$ cat src/hdl/tccw_pkg.sv
// Shared types and constants for the text console character writer.
// No dependencies; used by every module of the block.
`timescale 1ns / 1ps

package tccw_pkg;

  localparam int INDEX_W = 11;

  localparam logic [7:0] CODE_TAB     = 8'd9;
  localparam logic [7:0] CODE_NEWLINE = 8'd10;
  localparam logic [7:0] CODE_SPACE   = 8'd32;

  typedef enum logic [1:0] {
    KIND_WRITE  = 2'd0,
    KIND_SCROLL = 2'd1,
    KIND_CURSOR = 2'd2
  } kind_t;

  typedef enum logic [1:0] {
    OP_GLYPH,
    OP_TAB,
    OP_NEWLINE
  } cmd_op_t;

  typedef struct packed {
    cmd_op_t    op;
    logic [7:0] code;
  } cmd_t;

  typedef enum logic [2:0] {
    ST_IDLE,
    ST_WRITE,
    ST_TAB,
    ST_SCROLL,
    ST_CURSOR
  } back_state_t;

endpackage

$ cat src/hdl/tccw_front.sv
// Front end: accepts character beats, classifies them and queues commands.
// Depends on tccw_pkg.
`timescale 1ns / 1ps

module tccw_front
  import tccw_pkg::*;
(
  input  logic       clk,
  input  logic       rst,
  input  logic       in_valid,
  output logic       in_ready,
  input  logic [7:0] char_code,
  output logic       cmd_valid,
  input  logic       cmd_ready,
  output cmd_t       cmd
);

  cmd_t       queue_mem [2];
  logic       wr_ptr;
  logic       rd_ptr;
  logic [1:0] count;
  cmd_t       classified;
  logic       push;
  logic       pop;

  always_comb begin
    classified.code = char_code;
    unique case (char_code)
      CODE_NEWLINE: classified.op = OP_NEWLINE;
      CODE_TAB:     classified.op = OP_TAB;
      default:      classified.op = OP_GLYPH;
    endcase
  end

  assign in_ready  = (count != 2'd2);
  assign cmd_valid = (count != 2'd0);
  assign cmd       = queue_mem[rd_ptr];
  assign push      = in_valid && in_ready;
  assign pop       = cmd_valid && cmd_ready;

  always_ff @(posedge clk) begin
    if (push) begin
      queue_mem[wr_ptr] <= classified;
    end
  end

  always_ff @(posedge clk) begin
    if (rst) begin
      wr_ptr <= 1'b0;
      rd_ptr <= 1'b0;
      count  <= 2'd0;
    end else begin
      if (push) begin
        wr_ptr <= ~wr_ptr;
      end
      if (pop) begin
        rd_ptr <= ~rd_ptr;
      end
      if (push && !pop) begin
        count <= count + 2'd1;
      end else if (pop && !push) begin
        count <= count - 2'd1;
      end
    end
  end

endmodule

$ cat src/hdl/tccw_back.sv
// Back end: keeps the cursor and turns queued commands into result beats.
// Depends on tccw_pkg.
`timescale 1ns / 1ps

module tccw_back
  import tccw_pkg::*;
#(
  parameter int COLUMNS = 80,
  parameter int ROWS    = 25
) (
  input  logic               clk,
  input  logic               rst,
  input  logic               cmd_valid,
  output logic               cmd_ready,
  input  cmd_t               cmd,
  output logic               out_valid,
  input  logic               out_ready,
  output logic [1:0]         kind,
  output logic [INDEX_W-1:0] cell_index,
  output logic [7:0]         glyph,
  output logic               last
);

  localparam int COL_W = $clog2(COLUMNS);
  localparam int ROW_W = $clog2(ROWS);

  back_state_t        state, state_next;
  logic [COL_W-1:0]   column, column_next;
  logic [ROW_W-1:0]   row, row_next;
  logic [INDEX_W-1:0] row_base, row_base_next;
  logic [7:0]         held_glyph, held_glyph_next;

  logic               emit;
  logic               col_last;
  logic [COL_W-1:0]   col_inc;
  logic [INDEX_W-1:0] cur_index;
  back_state_t        line_state;
  logic [ROW_W-1:0]   line_row;
  logic [INDEX_W-1:0] line_base;
  back_state_t        disp_state;
  logic [COL_W-1:0]   disp_column;
  logic [ROW_W-1:0]   disp_row;
  logic [INDEX_W-1:0] disp_base;

  logic               o_load;
  kind_t              o_kind;
  logic [INDEX_W-1:0] o_index;
  logic [7:0]         o_glyph;
  logic               o_last;

  assign emit      = !out_valid || out_ready;
  assign col_last  = (column == COL_W'(COLUMNS - 1));
  assign col_inc   = column + COL_W'(1);
  assign cur_index = row_base + INDEX_W'(column);

  // Moving to the next line either scrolls on the bottom row or steps down.
  always_comb begin
    if (row == ROW_W'(ROWS - 1)) begin
      line_state = ST_SCROLL;
      line_row   = row;
      line_base  = row_base;
    end else begin
      line_state = ST_CURSOR;
      line_row   = row + ROW_W'(1);
      line_base  = row_base + INDEX_W'(COLUMNS);
    end
  end

  always_comb begin
    disp_column = column;
    disp_row    = row;
    disp_base   = row_base;
    unique case (cmd.op)
      OP_GLYPH: disp_state = ST_WRITE;
      OP_TAB:   disp_state = (column[2:0] == 3'd0) ? ST_CURSOR : ST_TAB;
      OP_NEWLINE: begin
        disp_state  = line_state;
        disp_column = '0;
        disp_row    = line_row;
        disp_base   = line_base;
      end
      default:  disp_state = ST_CURSOR;
    endcase
  end

  always_comb begin
    state_next      = state;
    column_next     = column;
    row_next        = row;
    row_base_next   = row_base;
    held_glyph_next = held_glyph;
    cmd_ready       = 1'b0;
    o_load          = 1'b0;
    o_kind          = KIND_WRITE;
    o_index         = cur_index;
    o_glyph         = 8'd0;
    o_last          = 1'b0;
    unique case (state)
      ST_IDLE: begin
        cmd_ready = 1'b1;
        if (cmd_valid) begin
          state_next      = disp_state;
          column_next     = disp_column;
          row_next        = disp_row;
          row_base_next   = disp_base;
          held_glyph_next = cmd.code;
        end
      end
      ST_WRITE, ST_TAB: begin
        if (emit) begin
          o_load  = 1'b1;
          o_kind  = KIND_WRITE;
          o_glyph = (state == ST_TAB) ? CODE_SPACE : held_glyph;
          if (col_last) begin
            column_next   = '0;
            row_next      = line_row;
            row_base_next = line_base;
            state_next    = line_state;
          end else begin
            column_next = col_inc;
            if (state == ST_WRITE || col_inc[2:0] == 3'd0) begin
              state_next = ST_CURSOR;
            end
          end
        end
      end
      ST_SCROLL: begin
        if (emit) begin
          o_load     = 1'b1;
          o_kind     = KIND_SCROLL;
          o_index    = '0;
          state_next = ST_CURSOR;
        end
      end
      ST_CURSOR: begin
        if (emit) begin
          o_load    = 1'b1;
          o_kind    = KIND_CURSOR;
          o_last    = 1'b1;
          cmd_ready = 1'b1;
          if (cmd_valid) begin
            state_next      = disp_state;
            column_next     = disp_column;
            row_next        = disp_row;
            row_base_next   = disp_base;
            held_glyph_next = cmd.code;
          end else begin
            state_next = ST_IDLE;
          end
        end
      end
      default: state_next = ST_IDLE;
    endcase
  end

  always_ff @(posedge clk) begin
    if (rst) begin
      state     <= ST_IDLE;
      column    <= '0;
      row       <= '0;
      row_base  <= '0;
      out_valid <= 1'b0;
    end else begin
      state    <= state_next;
      column   <= column_next;
      row      <= row_next;
      row_base <= row_base_next;
      if (o_load) begin
        out_valid <= 1'b1;
      end else if (out_ready) begin
        out_valid <= 1'b0;
      end
    end
  end

  always_ff @(posedge clk) begin
    held_glyph <= held_glyph_next;
    if (o_load) begin
      kind       <= o_kind;
      cell_index <= o_index;
      glyph      <= o_glyph;
      last       <= o_last;
    end
  end

endmodule

$ cat src/hdl/text_console_char_writer_core.sv
// An input beat goes through the command queue, back-end state and output registers.
// Throughput: one result per cycle while out_ready is high. A glyph gives write+cursor,
// a newline cursor, a tab one write per space plus cursor, and a scroll adds a result.
// A two-entry command queue lets the input keep accepting while results stall.
// Reset clears the cursor to column 0, row 0 and empties the queue and output stage.
`timescale 1ns / 1ps

module text_console_char_writer_core
  import tccw_pkg::*;
#(
  parameter int COLUMNS = 80,
  parameter int ROWS    = 25
) (
  input  logic               clk,
  input  logic               rst,
  input  logic               in_valid,
  output logic               in_ready,
  input  logic [7:0]         char_code,
  output logic               out_valid,
  input  logic               out_ready,
  output logic [1:0]         kind,
  output logic [INDEX_W-1:0] cell_index,
  output logic [7:0]         glyph,
  output logic               last
);

  logic cmd_valid;
  logic cmd_ready;
  cmd_t cmd;

  tccw_front u_front (
    .clk       (clk),
    .rst       (rst),
    .in_valid  (in_valid),
    .in_ready  (in_ready),
    .char_code (char_code),
    .cmd_valid (cmd_valid),
    .cmd_ready (cmd_ready),
    .cmd       (cmd)
  );

  tccw_back #(
    .COLUMNS (COLUMNS),
    .ROWS    (ROWS)
  ) u_back (
    .clk        (clk),
    .rst        (rst),
    .cmd_valid  (cmd_valid),
    .cmd_ready  (cmd_ready),
    .cmd        (cmd),
    .out_valid  (out_valid),
    .out_ready  (out_ready),
    .kind       (kind),
    .cell_index (cell_index),
    .glyph      (glyph),
    .last       (last)
  );

endmodule

$ cat config.mk
export PLATFORM = sky130hd
export DESIGN_NAME = text_console_char_writer_core
export DESIGN_NICKNAME = d
export VERILOG_FILES = /design/src/hdl/tccw_pkg.sv /design/src/hdl/tccw_front.sv /design/src/hdl/tccw_back.sv /design/src/hdl/text_console_char_writer_core.sv
export SDC_FILE = /design/constraint.sdc
export NUM_CORES = 1
export LEC_CHECK = 0
export BUFFER_PORTS_ARGS = -buffer_cell sky130_fd_sc_hd__buf_2
export CAP_MARGIN = 0
export CORE_ASPECT_RATIO = 1.75
export CORE_MARGIN = 4
export CORE_UTILIZATION = 45
export CTS_CLUSTER_SIZE = 30
export DETAILED_ROUTE_END_ITERATION = 10
export GPL_TIMING_DRIVEN = 0
export HOLD_SLACK_MARGIN = 0.08
export PLACE_DENSITY_LB_ADDON = 0.15
export SYNTH_ARGS = -nofsm -noshare
export SYNTH_HDL_FRONTEND = slang
export SYNTH_HIERARCHICAL = 1
export SYNTH_SLANG_ARGS = --single-unit
$ cat constraint.sdc
create_clock -name clk -period 2.35 [get_ports clk]
set_input_delay 0.1175 -clock clk [delete_from_list [all_inputs] [get_ports clk]]
set_output_delay 0.1175 -clock clk [all_outputs]
set_load 0.03 [all_outputs]
Word-level counts from Yosys, hierarchy flattened
Memories as Yosys holds them, arrays and structs flattened. A register that Yosys moved wholly into a read port is not among the register bits.
Cells that the tools add are included.
{ "word_totals": {"register_bits": 61, "mem_bits_rw": 20, "input_bits": 12, "output_inout_bits": 24, "word_cells": 120, "n_memories": 1} }
{ "classes": {"n_addsub": 6, "eq_ne": 17, "muxes": 52, "bitwise_logic": 4, "reduce_logical": 26} }
{ "mem_list": {"columns": ["name", "words", "width", "rd", "rd_ports_with_merged_regs", "write_ports", "line_no", "source"], "rows": [
  ["u_front.queue_mem", 2, 10, 1, 1, 1, "tccw_front.sv:18", "cmd_t queue_mem [2];"]
]} }
{ "ops": {"columns": ["operator", "count"], "rows": [
  ["two-way mux 11 bit", 8],
  ["two-way mux 7 bit", 5],
  ["case mux 11 bit (3 select lines)", 1],
  ["two-way mux 5 bit", 6],
  ["two-way mux 3 bit", 9],
  ["case mux 7 bit (3 select lines)", 1],
  ["== test 8 x 4 -> 1 bit, second input constant", 2],
  ["two-way mux 8 bit", 2],
  ["case mux 8 bit (2 select lines)", 1],
  ["case mux 5 bit (3 select lines)", 1],
  ["case mux 3 bit (4 select lines)", 1],
  ["adder 11 x 7 -> 11 bit", 1],
  ["adder 11 x 7 -> 11 bit, second input constant", 1],
  ["zero test 3 bit", 3],
  ["two-way mux 1 bit", 9],
  ["case mux 3 bit (3 select lines)", 1],
  ["inequality test 2 x 1 -> 1 bit, second input constant", 4],
  ["case mux 2 bit (2 select lines)", 2],
  ["nonzero test 2 bit", 4],
  ["adder 7 x 1 -> 7 bit, second input constant", 1],
  ["== test 7 bit, second input constant", 1],
  ["== test 3 x 2 -> 1 bit, second input constant", 2],
  ["two-way mux 2 bit", 3],
  ["two-way mux 6 bit", 1],
  ["other kinds (24)", 35]
]} }

Longest topological paths before layout
{ "depth": {"word_depth": 8, "ltp_mapped": 9, "mapped_depth_nobuf": 7} }

Cells and area by module
The synthesis kept the hierarchy.
{ "by_module_without_submodules": {"columns": ["module", "instances", "cells_each", "area_per_inst_um2", "seq_area_each_um2"], "rows": [
  ["tccw_back", 1, 253, 2636.3, 1361.3],
  ["tccw_front", 1, 59, 969.7, 700.7]
]} }

Worst setup path after synthesis
OpenSTA, ideal clock, no wires.
{ "synth_timing": {"kind": "flip-flop to flip-flop", "startpoint": "register with a tool-made name", "endpoint": "register u_back.row[3]", "setup_time_ps": 70, "arrival_ps": 2153, "required_ps": 2280, "path_slack_ps": 127, "stages_incl_launch_ff": 9, "path_buffers": 2, "synth_period_minus_slack_ps": 2223, "cell_sequence": "dfxtp_1 -> buf_2 -> mux2_2 -> nand4bb_1 -> a21oi_1 -> o22ai_4 -> buf_6 -> or4_1 -> a21oi_1"} }
{ "synth_rtl": {"columns": ["item", "line_no", "source"], "rows": [
  ["to (signal assigned)", "tccw_back.sv:166", "row <= row_next;"],
  ["to (decl)", "tccw_back.sv:29", "logic [ROW_W-1:0] row, row_next;"]
]} }

==> impl_metrics.toml <==
[status]
status = "finished clean"

[clock_tree]
clockBufferDepth = 2
numClockSinks = 78
clkSlewWorstSetupHoldPaths_ns = 0.06
clockRootBuffer = "clkbuf_16"
cts_tree = "built"
clk-insertion-delay-late_ns = 0.33
cts_setup_buffers = 0
h-tree-depth = 3
cts-buffers-inserted = 9

[pwr]
leakage_nw = 1.63
peakVddDrop_v = 0.000618
powerDensity_mw_per_mm2 = 1330

[critical_path]
critical-path-top-delay-family = "simple AND/OR/NAND/NOR gates"
crit_type = "flop to flop"
worstPathArrival_ns = 2.53
crit_required_ns = 2.61
cpPeakStageDelay_ns = 0.50
critPathBufInv = 2
critPathMaxFanout = 10
crit_chain = "buf_6, mux2_4, nand4bb_4, a21oi_2, o22ai_4, buf_6, or4_1, a21oi_1"
startpoint_type = "flop"
endpoint_kind = "flop"
crit_top_cell = "buf_6"
cp_slowest_cell = "or4_1"

[sta]
drv_slew = 0
tightestPinTransition_ns = 0.697
setup_slack_ns = 0.0809
max_slew_margin_pct = 53.1
max_clock_freq_mhz = 441
fin_skew_ns = 0.00740
holdWs_ns = 0.108
finalHoldViolCount = 0
fin_crit_sh_pct = 96.6
fin_crit_ns = 2.27
finalSetupViolations = 0

[synth]
synth_edf_count = 50
yosys-top-cells-count = "50 x edfxtp_1, 28 x a21oi_1, 28 x dfxtp_1, 20 x nor2_1, 17 x inv_1"
synth-compound-area-share_pct = 11.9
synth_top_family_by_area = "simple AND/OR/NAND/NOR gates"
synth_warnings = 6
ys_types = 45
synth_top_area_share_pct = 41.6
post-synth-top-count-cell = "edfxtp_1"
ys_ff_latch = 78
synth_fa_ha_area_share_pct = 4.02
synth_simple_gate_area_share_pct = 16.6
synthCells = 312
netlist_area_mm2 = 0.00361
yosysSeqAreaShare_pct = 57.2
synthXorXnorAreaFrac_pct = 2.19
synth_top_flop_cell = "edfxtp_1"
yosysTopAreaCell = "edfxtp_1"
syn_area_per_cell_um2 = 11.6
muxShareOfSynthArea_pct = 4.16
yosys-top-cells-area = "edfxtp_1 42%, dfxtp_1 16%, a21oi_1 3.9%"
async_flop_share_pct = 0
syn_nets = 335

[finish]
nFillCells = 707
area_growth_pct = 20.7
final_nets = 390
finalInstanceArea_mm2 = 0.00435
final_cells = 462
drive_above_1_share_pct = 21.0
final_util_pct = 55.4
antenna_cells = 0
area.sequential_mm2 = 0.00206
multi_input_area_mm2 = 0.00143

[placement]
dp_cells = 438
place_ws_ns = -0.122
gp_congestion = 0.817
dp_hpwl_mm = 5.57
placed_area_mm2 = 0.00391
port-buffer-count = 35

[job]
max-cap-violations = 0

[detailed_routing]
dr_total_vias = 2565
drc = 0
ant_nets = 0
wirelength_mm = 7.59
first_pass_iters = 4
wire_per_inst_um = 16.4
viasPerCell = 5.55
drt-initial-drc-count = 108

[floorplanning]
fp.dieH_um = 126
rows = 43
die_area_mm2 = 0.00957
start_util_pct = 45.9
io_pins = 36
die_x_um = 75.7
core-area_mm2 = 0.00786

[grt]
antenna_found_initial = 0
grt-ovfl-total = 0
grt_pass1_vias = 2613
grt_max_degree = 15
grt_usage_pct = 17.3
grt_first_pass_wirelength_mm = 12.4

[worst_hold_path]
hold_path.class = "primary input to flop"
[placed cells by master, fill, tap and decap left out, types with 6 or more instances in the layout]
cell / instances
a21oi_1: 27
and3_1: 12
buf_2: 38
clkbuf_1: 9
clkbuf_16: 9
dfxtp_1: 28
dlygate4sd3_1: 9
edfxtp_1: 50
ha_1: 10
inv_1: 17
mux2_2: 9
nand2_1: 6
nand2b_1: 6
nand3_1: 6
nor2_1: 19
nor2b_1: 7
o21ai_0: 8
o21ai_1: 6
o31ai_1: 9
or3_1: 10
or4_1: 11
xor2_1: 6
[cells by family after synthesis]
| group | Yosys count |
|---|---|
| buf+inv | 32 |
| mux | 13 |
| xor+xnor | 9 |
| simple gates | 101 |
| compound gates | 68 |
| flops | 78 |
| fa+ha+maj | 11 |
[flip-flops by register name, indices dropped and copies added, names as in the netlist, 2 cells and up, named ones only]
name,cells
u_back/cell_index,11
u_back/row,5
u_front/queue_mem,20
u_back/kind,2
u_back/state,3
u_back/held_glyph,8
u_back/row_base,7
u_back/column,7
u_front/count,2
u_back/glyph,8
[cell type report]
type	instances	area share [%]
multi-input combinational	202	32.8
tap	90	2.59
timing repair buffer	45	6.44
clock inverter	5	1.93
sequential	78	47.4
inverter	17	1.47
clock buffer	11	5.57
buffer	14	1.81
[final timing paths]
check                                                 from                           to  slack [ns]  cells past startpoint
worst max-delay path                                  flop   u_back/row[3]$_SDFFE_PP0P_        0.08                      8
worst min-delay path                              in_valid  u_front/wr_ptr$_SDFFE_PP0P_        0.11                      3
worst max register to register                        flop   u_back/row[3]$_SDFFE_PP0P_        0.08                      8
worst min register to register  u_back/row[4]$_SDFFE_PP0P_   u_back/row[4]$_SDFFE_PP0P_        0.50                      2
[metal layers]
metal,track usage [%],share of wire (%),wire length (um),vias to the layer above
li1,-,-,-,1263
met1,17.1,35,2670,1230
met2,31.5,59,4440,52
met3,3.49,2.9,217,20
met4,10.4,3.4,255,0
met5,0,0,0,-
[per-stage QoR]
stage	power, W	setup TNS, ns
final	0.00579	0
after global routing	0.00614	-0.00739
after CTS	0.00583	0
after detailed placement	0.00429	-0.675
after global placement	0.00422	-5.06
after floorplan	0.00367	0
[what timing repair did]
item                                    CTS  global route
hold buffers                              9             0
pin swaps                                 1             1
gates resized for setup                   2             3
endpoints found under the setup margin    8             8
hold endpoints to repair                 21             0
[worst reg2reg max path, delay by kind of cell, from the launching register on]
family | cells | cell delay [ns]
and+or+nand+nor | 2 | 0.74
AOI/OAI and AO/OA | 3 | 0.46
muxes | 1 | 0.34
buffers and inverters | 2 | 0.33
DFF | 1 | 0.32
[power by group]
group          total [W]  leakage, nW  internal [W]  switching, W
clock network    0.00150        0.152      0.000961      0.000540
logic            0.00214        0.765      0.000737       0.00140
registers        0.00215        0.709       0.00198      0.000179
total            0.00579         1.63       0.00367       0.00212
No activity file was read; power rests on OpenSTA's default activity.
